`src/rtl/assert_macros.svh`:
```
// assertion helpers for the rtl modules, included by the evaluator core
`ifndef ASSERT_MACROS_SVH
`define ASSERT_MACROS_SVH

`ifndef SYNTHESIS
// property must hold at every rising clock edge outside reset
`define ASSERT_PROP(label, clk, rstn, prop) \
    label: assert property (@(posedge clk) disable iff (!rstn) prop) \
        else $error("assertion failed: %m");
// expression must never be true outside reset
`define ASSERT_NEVER(label, clk, rstn, expr) \
    label: assert property (@(posedge clk) disable iff (!rstn) !(expr)) \
        else $error("forbidden condition: %m");
`else
`define ASSERT_PROP(label, clk, rstn, prop)
`define ASSERT_NEVER(label, clk, rstn, expr)
`endif

`endif

```
`src/rtl/pee_pkg.sv`:
```
`default_nettype none
package pee_pkg;

    // stack and datapath sizing
    localparam int STACK_DEPTH = 16;
    localparam int VALUE_WIDTH = 32;
    localparam int COUNT_W     = $clog2(STACK_DEPTH + 1);
    localparam int DIV_STEP_W  = $clog2(VALUE_WIDTH);
    localparam int STATUS_W    = 2;
    localparam int IN_TDATA_W  = 8;
    localparam int OUT_TDATA_W = ((VALUE_WIDTH + STATUS_W + 7) / 8) * 8;

    typedef logic signed [VALUE_WIDTH-1:0] value_t;
    typedef logic [STATUS_W-1:0]           status_t;

    // per-cell shift control
    typedef struct packed {
        logic shift_in;   // take the value from the shallower neighbor
        logic shift_out;  // take the value from the deeper neighbor
    } cell_ctrl_t;

    // status codes
    localparam status_t STATUS_OK       = 2'd0;
    localparam status_t STATUS_INVALID  = 2'd1;
    localparam status_t STATUS_DIVZERO  = 2'd2;
    localparam status_t STATUS_OVERFLOW = 2'd3;

    // character codes
    localparam logic [7:0] CHAR_PLUS  = 8'h2B;
    localparam logic [7:0] CHAR_MINUS = 8'h2D;
    localparam logic [7:0] CHAR_STAR  = 8'h2A;
    localparam logic [7:0] CHAR_SLASH = 8'h2F;
    localparam logic [7:0] CHAR_ZERO  = 8'h30;
    localparam logic [7:0] CHAR_NINE  = 8'h39;

endpackage
`default_nettype wire

```
`src/rtl/pee_cell.sv`:
```
`default_nettype none
module pee_cell (
    input  wire                 aclk,
    input  pee_pkg::cell_ctrl_t ctrl,
    input  pee_pkg::value_t     shallow_in,
    input  pee_pkg::value_t     deep_in,
    output pee_pkg::value_t     value
);
    import pee_pkg::*;

    value_t value_reg;

    // one stack entry, shifts toward either neighbor
    always_ff @(posedge aclk) begin
        if (ctrl.shift_in) begin
            value_reg <= shallow_in;
        end else if (ctrl.shift_out) begin
            value_reg <= deep_in;
        end
    end

    assign value = value_reg;

endmodule
`default_nettype wire

```
`src/rtl/pee_div.sv`:
```
`default_nettype none
module pee_div (
    input  wire             aclk,
    input  wire             aresetn,
    input  wire             start,
    input  pee_pkg::value_t dividend,
    input  pee_pkg::value_t divisor,
    output logic            done,
    output pee_pkg::value_t quotient
);
    import pee_pkg::*;

    logic                    busy_reg;
    logic                    done_reg;
    logic [DIV_STEP_W-1:0]   step_reg;
    logic [VALUE_WIDTH-1:0]  rem_reg;
    logic [VALUE_WIDTH-1:0]  quo_reg;
    logic [VALUE_WIDTH-1:0]  dvs_reg;
    logic                    neg_reg;

    logic [VALUE_WIDTH-1:0]  mag_a;
    logic [VALUE_WIDTH-1:0]  mag_b;
    logic [VALUE_WIDTH:0]    shifted;
    logic [VALUE_WIDTH:0]    diff;

    // operand magnitudes
    assign mag_a = dividend[VALUE_WIDTH-1] ? (~dividend + 1'b1) : dividend;
    assign mag_b = divisor[VALUE_WIDTH-1]  ? (~divisor + 1'b1)  : divisor;

    // one restoring step per cycle
    assign shifted = {rem_reg, quo_reg[VALUE_WIDTH-1]};
    assign diff    = shifted - {1'b0, dvs_reg};

    // control
    always_ff @(posedge aclk) begin
        if (!aresetn) begin
            busy_reg <= 1'b0;
            done_reg <= 1'b0;
            step_reg <= '0;
        end else begin
            done_reg <= 1'b0;
            if (start) begin
                busy_reg <= 1'b1;
                step_reg <= '0;
            end else if (busy_reg) begin
                step_reg <= step_reg + 1'b1;
                if (step_reg == DIV_STEP_W'(VALUE_WIDTH - 1)) begin
                    busy_reg <= 1'b0;
                    done_reg <= 1'b1;
                end
            end
        end
    end

    // datapath
    always_ff @(posedge aclk) begin
        if (start) begin
            rem_reg <= '0;
            quo_reg <= mag_a;
            dvs_reg <= mag_b;
            neg_reg <= dividend[VALUE_WIDTH-1] ^ divisor[VALUE_WIDTH-1];
        end else if (busy_reg) begin
            if (!diff[VALUE_WIDTH]) begin
                rem_reg <= diff[VALUE_WIDTH-1:0];
                quo_reg <= {quo_reg[VALUE_WIDTH-2:0], 1'b1};
            end else begin
                rem_reg <= shifted[VALUE_WIDTH-1:0];
                quo_reg <= {quo_reg[VALUE_WIDTH-2:0], 1'b0};
            end
        end
    end

    // sign fix, most negative over minus one wraps
    assign quotient = neg_reg ? value_t'(~quo_reg + 1'b1) : value_t'(quo_reg);
    assign done     = done_reg;

endmodule
`default_nettype wire

```
`src/rtl/postfix_expression_evaluator_core.sv`:
```
// a digit, + - or * request updates the stack directly; a / request waits in the divide state
//   while the one-bit-per-cycle restoring divider runs, and the stack takes the quotient when done
// a request marked last then moves to the emit state to load the result register, waiting while full
// requests are taken one at a time, and none while a divide or an emit is pending
// reset: aresetn synchronous active low clears count, error and handshake state;
//   stack cells hold no reset and are only read below the count
`default_nettype none
module postfix_expression_evaluator_core (
    input  wire                                   aclk,
    input  wire                                   aresetn,
    input  wire                                   s_tvalid,
    output logic                                  s_tready,
    input  wire  [pee_pkg::IN_TDATA_W-1:0]        s_tdata,  // [7:0] token_char
    input  wire                                   s_tlast,
    output logic                                  m_tvalid,
    input  wire                                   m_tready,
    output logic [pee_pkg::OUT_TDATA_W-1:0]       m_tdata   // [31:0] result_value,
                                                            // [33:32] status, rest zero
);
    import pee_pkg::*;
    `include "assert_macros.svh"

    localparam logic [1:0] ST_IDLE = 2'd0;
    localparam logic [1:0] ST_DIV  = 2'd1;
    localparam logic [1:0] ST_EMIT = 2'd2;

    logic [1:0]             state_reg, state_next;
    logic [COUNT_W-1:0]     count_reg, count_next;
    status_t                err_reg, err_next;
    logic                   last_reg, last_next;
    logic                   m_tvalid_reg;
    logic [OUT_TDATA_W-1:0] m_tdata_reg;

    logic                   in_accept;
    logic [7:0]             token;
    logic [3:0]             digit;
    logic                   is_digit;
    logic                   is_op;
    logic                   push;
    logic                   pop;
    logic                   div_start;
    logic                   div_done;
    logic                   out_load;
    value_t                 top_val;
    value_t                 alu_val;
    value_t                 div_quo;
    value_t                 op_a;
    value_t                 op_b;
    status_t                emit_status;
    value_t                 emit_value;
    cell_ctrl_t             ctrl_top;
    cell_ctrl_t             ctrl_rest;
    value_t                 cell_q [STACK_DEPTH];

    assign s_tready  = (state_reg == ST_IDLE);
    assign in_accept = s_tvalid && s_tready;
    assign token     = s_tdata[7:0];
    assign digit     = 4'(token - CHAR_ZERO);
    assign is_digit  = (token >= CHAR_ZERO) && (token <= CHAR_NINE);
    assign op_b      = cell_q[0];
    assign op_a      = cell_q[1];

    // operator decode
    always_comb begin
        case (token) inside
            CHAR_PLUS, CHAR_MINUS, CHAR_STAR, CHAR_SLASH: is_op = 1'b1;
            default:                                      is_op = 1'b0;
        endcase
    end

    // combinational alu
    always_comb begin
        case (token)
            CHAR_PLUS:  alu_val = op_a + op_b;
            CHAR_MINUS: alu_val = op_a - op_b;
            CHAR_STAR:  alu_val = op_a * op_b;
            default:    alu_val = '0;
        endcase
    end

    // result seen at the end of an expression
    always_comb begin
        if (err_reg != STATUS_OK) begin
            emit_status = err_reg;
        end else if (count_reg != COUNT_W'(1)) begin
            emit_status = STATUS_INVALID;
        end else begin
            emit_status = STATUS_OK;
        end
        emit_value = (emit_status == STATUS_OK) ? cell_q[0] : '0;
    end

    // sequencer
    always_comb begin
        state_next = state_reg;
        count_next = count_reg;
        err_next   = err_reg;
        last_next  = last_reg;
        push       = 1'b0;
        pop        = 1'b0;
        top_val    = alu_val;
        div_start  = 1'b0;
        out_load   = 1'b0;
        unique case (state_reg)
            ST_IDLE: begin
                if (in_accept) begin
                    last_next = s_tlast;
                    if (err_reg == STATUS_OK) begin
                        if (is_digit) begin
                            if (count_reg == COUNT_W'(STACK_DEPTH)) begin
                                err_next = STATUS_OVERFLOW;
                            end else begin
                                push       = 1'b1;
                                top_val    = VALUE_WIDTH'(digit);
                                count_next = count_reg + 1'b1;
                            end
                        end else if (!is_op || count_reg < COUNT_W'(2)) begin
                            err_next = STATUS_INVALID;
                        end else if (token == CHAR_SLASH) begin
                            if (op_b == '0) begin
                                err_next = STATUS_DIVZERO;
                            end else begin
                                div_start = 1'b1;
                            end
                        end else begin
                            pop        = 1'b1;
                            count_next = count_reg - 1'b1;
                        end
                    end
                    if (div_start) begin
                        state_next = ST_DIV;
                    end else if (s_tlast) begin
                        state_next = ST_EMIT;
                    end
                end
            end
            ST_DIV: begin
                if (div_done) begin
                    pop        = 1'b1;
                    top_val    = div_quo;
                    count_next = count_reg - 1'b1;
                    state_next = last_reg ? ST_EMIT : ST_IDLE;
                end
            end
            ST_EMIT: begin
                if (!m_tvalid_reg || m_tready) begin
                    out_load   = 1'b1;
                    count_next = '0;
                    err_next   = STATUS_OK;
                    state_next = ST_IDLE;
                end
            end
            default: begin
                state_next = ST_IDLE;
            end
        endcase
    end

    // control registers
    always_ff @(posedge aclk) begin
        if (!aresetn) begin
            state_reg    <= ST_IDLE;
            count_reg    <= '0;
            err_reg      <= STATUS_OK;
            last_reg     <= 1'b0;
            m_tvalid_reg <= 1'b0;
        end else begin
            state_reg <= state_next;
            count_reg <= count_next;
            err_reg   <= err_next;
            last_reg  <= last_next;
            if (out_load) begin
                m_tvalid_reg <= 1'b1;
            end else if (m_tready) begin
                m_tvalid_reg <= 1'b0;
            end
        end
    end

    // output register
    always_ff @(posedge aclk) begin
        if (out_load) begin
            m_tdata_reg <= OUT_TDATA_W'({emit_status, emit_value});
        end
    end

    assign m_tvalid = m_tvalid_reg;
    assign m_tdata  = m_tdata_reg;

    // shift controls: top cell loads on push and pop, the rest move as a row
    assign ctrl_top  = '{shift_in: push || pop, shift_out: 1'b0};
    assign ctrl_rest = '{shift_in: push, shift_out: pop};

    // operand stack as a row of cells, top entry in cell zero
    for (genvar i = 0; i < STACK_DEPTH; i++) begin : g_cell
        if (i == 0) begin : g_top
            pee_cell u_cell (
                .aclk       (aclk),
                .ctrl       (ctrl_top),
                .shallow_in (top_val),
                .deep_in    (cell_q[1]),
                .value      (cell_q[0])
            );
        end else if (i == STACK_DEPTH - 1) begin : g_bottom
            pee_cell u_cell (
                .aclk       (aclk),
                .ctrl       (ctrl_rest),
                .shallow_in (cell_q[i-1]),
                .deep_in    ('0),
                .value      (cell_q[i])
            );
        end else begin : g_mid
            pee_cell u_cell (
                .aclk       (aclk),
                .ctrl       (ctrl_rest),
                .shallow_in (cell_q[i-1]),
                .deep_in    (cell_q[i+1]),
                .value      (cell_q[i])
            );
        end
    end

    // iterative divider
    pee_div u_div (
        .aclk     (aclk),
        .aresetn  (aresetn),
        .start    (div_start),
        .dividend (op_a),
        .divisor  (op_b),
        .done     (div_done),
        .quotient (div_quo)
    );

    // checks
    `ASSERT_NEVER(a_count_bound, aclk, aresetn, count_reg > COUNT_W'(STACK_DEPTH))
    `ASSERT_PROP(a_div_done_in_div, aclk, aresetn, div_done |-> state_reg == ST_DIV)
    `ASSERT_PROP(a_emit_clears, aclk, aresetn, out_load |=> count_reg == '0 && err_reg == STATUS_OK)

endmodule
`default_nettype wire
```
`config.mk`:
```
export PLATFORM = sky130hd
export DESIGN_NAME = postfix_expression_evaluator_core
export DESIGN_NICKNAME = d
export VERILOG_FILES = /design/src/rtl/pee_pkg.sv /design/src/rtl/pee_cell.sv /design/src/rtl/pee_div.sv /design/src/rtl/postfix_expression_evaluator_core.sv
export VERILOG_INCLUDE_DIRS = /design/src /design/src/rtl
export SDC_FILE = /design/constraint.sdc
export NUM_CORES = 2
export LEC_CHECK = 0
export BUFFER_PORTS_ARGS = -buffer_cell sky130_fd_sc_hd__buf_2
export CAP_MARGIN = 25
export CORE_MARGIN = 2
export CORE_UTILIZATION = 34
export CTS_CLUSTER_SIZE = 8
export DETAILED_ROUTE_END_ITERATION = 6
export PLACE_DENSITY_LB_ADDON = 0.08
export SETUP_SLACK_MARGIN = 0.1
export SLEW_MARGIN = 40
export SYNTH_ARGS = -nofsm -noshare
export SYNTH_HDL_FRONTEND = slang
export SYNTH_SLANG_ARGS = --single-unit
```
`constraint.sdc`:
```
create_clock -name aclk -period 14.65 [get_ports aclk]
set_clock_uncertainty 0.15 [all_clocks]
set_input_delay 2.1975 -clock aclk [delete_from_list [all_inputs] [get_ports aclk]]
set_output_delay 2.1975 -clock aclk [all_outputs]
set_load 0.03 [all_outputs]
```
==> results.cfg <==
[setup_path]
r2r_start = g_cell[0].g_top.u_cell.value[2]
cp_data_arrival_time_ns = 8.63
end_kind = flip-flop
worstPathMaxFanout = 21
cp.required_ns = 14.95
r2r_cells = 21
start_kind = flip-flop
path_class = flip-flop to flip-flop
startpoint = g_cell[0].g_top.u_cell.value[2]

[timing]
hold_viol = 0
fin_crit_ns = 8.324
fin_setup_tns_ns = 0
slew_headroom_pct = 41.74
setup_violations = 0
setup_slack_ns = 6.326
rsz0062_at_grt = false
slew_violations = 0
min_period_over_period_pct = 56.82
fin_hold_ws_ns = 0.3172
fmax_mhz = 120.1
tightest_slew_ns = 0.8740

[detailed_routing]
drt_iter0_markers = 2080
ant_nets = 0
routed_via_density = 4.987
post_drt_wl_per_cell_um = 21.41
num_vias = 31340
drc = 0
dr.pass1.iters = 6
totalWireLength_mm = 134.6

[placement]
port_buffers = 48
gp_routability_congestion = 0.8255
dp_cells = 6153
dpl.hpwl_mm = 93.16
placed_cell_area_um2 = 52180
dp_worst_setup_slack_ns = 6.341

[synth]
synth_edf_count = 611
synth_area_um2 = 49710
syn_area_per_cell_um2 = 11.42
ys_ff_latch = 661
syn_inst = 4352
ys_seq_area_share_pct = 38.92
ys.flop_type = edfxtp_1
async_reset_ff_share_pct = 0
synth_cell_types = 82
yosysWarnings = 0

[grt]
grt_pass1_vias = 33270
grt_pass1_wl_mm = 208.3
grt_max_degree = 102
overflow = 0
antenna_found_initial = 9
grt_use_total_pct = 18.44

[clock_network]
postCtsHoldBufs = 0
worstSkewPairLatency_ns = 0.73
clkTransAtPathRegs_ns = 0.06
cts_root_buffer = clkbuf_16
cts_buffer_depth = 3
cts.sinks = 661
post-cts-setup-buffers = 0
cts_resized = 0
numCtsBuffers = 96
cts_htree_levels = 3
tritoncts = built

[die]
rows = 140
die_area_um2 = 149300
die_x_um = 386.4
ioPinCount = 55
core_um2 = 145400
start_util_pct = 34.19
die_h_um = 386.4

[power]
peakVddDrop_mv = 0.1067
pwr-share-comb_pct = 28.9
clockPowerShare_pct = 35.4
switchingPower_mw = 1.893
p_int_mw = 4.005
sw_frac_of_total_pct = 32.10
power_density_nw_per_um2 = 107.4
p_leak_nw = 21.56
seqPwrFrac_pct = 35.8

[min_path]
hold_class = flip-flop to flip-flop
min_from = last_reg
holdPathStages = 2

[finish]
largest_register_ff_count = 448
finalNetCount = 4983
nFillCells = 14310
syn2layout_area_growth_pct = 10.49
final_layout_size_suffix_gt1_share_pct = 16.96
final_common_cell = edfxtp_1
stdcell_count = 6285
final_area_um2 = 54930
final_cell_mix = edfxtp_1, inv_1, mux2_2

[run]
drv_cap = 0

[status]
status = complete, no violations
[synthesized netlist by cell type (107+ instances only)]
| cell | count | share of area (%) |
|---|---|---|
| clkbuf_1 | 231 | 1.7 |
| xnor2_1 | 139 | 2.4 |
| edfxtp_1 | 611 | 37 |
| nand2_1 | 328 | 2.5 |
| and2_1 | 420 | 5.3 |
| inv_1 | 474 | 3.6 |
| xor2_1 | 107 | 1.9 |
| a21oi_1 | 113 | 1.1 |
| o21ai_0 | 148 | 1.5 |
| ha_1 | 226 | 5.7 |
| fa_1 | 410 | 17 |
| nor2_1 | 107 | 0.81 |
| mux2_2 | 450 | 10 |
[final cells by class]
type	instances	area [um^2]	area share, %
multi-input combinational	2961	27650	50.33
sequential	661	19350	35.23
clock buffer	113	2487	4.529
tap	1917	2399	4.367
inverter	476	1787	3.253
timing repair buffer	138	1010	1.838
clock inverter	15	237.7	0.4328
antenna	4	10.01	0.01822
[worst paths after layout]
| kind | end | slack, ns |
|---|---|---|
| worst max-delay path | g_cell[0].g_top.u_cell.value[31] | 6.33 |
| worst min register to register | last_reg | 0.32 |
| worst min-delay path | last_reg | 0.32 |
| worst max register to register | g_cell[0].g_top.u_cell.value[31] | 6.33 |
[through the flow]
step | power (mW) | utilization, %
finish | 5.898 | 37.78
global route | 6.265 | 37.77
CTS | 5.994 | 37.76
detailed placement | 3.850 | 35.89
global placement | 3.856 | 35.78
floorplan | 3.373 | -
[power by group through the flow]
stage | sequential [mW] | clock (mW) | combinational [mW]
3_3_place_gp | 2.15 | 0 | 1.71
2_1_floorplan | 2.16 | 0 | 1.21
4_1_cts | 2.11 | 2.17 | 1.72
3_5_place_dp | 2.15 | 0 | 1.70
6_report | 2.11 | 2.08 | 1.70
5_1_grt | 2.11 | 2.23 | 1.93
[layer usage]
layer | up-vias | global-route usage (%) | wire [um]
li1 | 14700 | - | -
met1 | 15910 | 25.79 | 62900
met2 | 570 | 30.20 | 63540
met3 | 162 | 2.391 | 5114
met4 | 2 | 4.558 | 3022
met5 | - | 0 | 13
[critical path: stages, from the launching register on]
cell and delay, ns:
edfxtp_1 0.85, buf_4 0.54, and2_1 0.23, fa_1 0.42, fa_1 0.49, inv_1 0.05
fa_1 0.46, fa_1 0.55, inv_1 0.05, fa_1 0.49, fa_1 0.58, fa_1 0.43
fa_1 0.45, ha_1 0.37, nand3_1 0.13, nor3_1 0.32, nor3b_1 0.35, o21ai_0 0.21
a31oi_1 0.38, xnor2_1 0.18, a221oi_1 0.28, nand2_1 0.08
[cells by family (layout without fill, tap and decap cells)]
kind of cell	after synthesis	after routing	share of synthesized area, %
other	1	10	0.007543
multiplexers	478	478	10.76
XOR/XNOR	248	248	4.435
AO/OA/AOI/OAI	513	513	6.614
adder cells (fa/ha/maj)	636	636	22.20
buffers and inverters	735	742	5.668
flip-flops	661	661	38.92
AND/OR/NAND/NOR	1080	1080	11.40
Power figures use the tool's default switching activity.
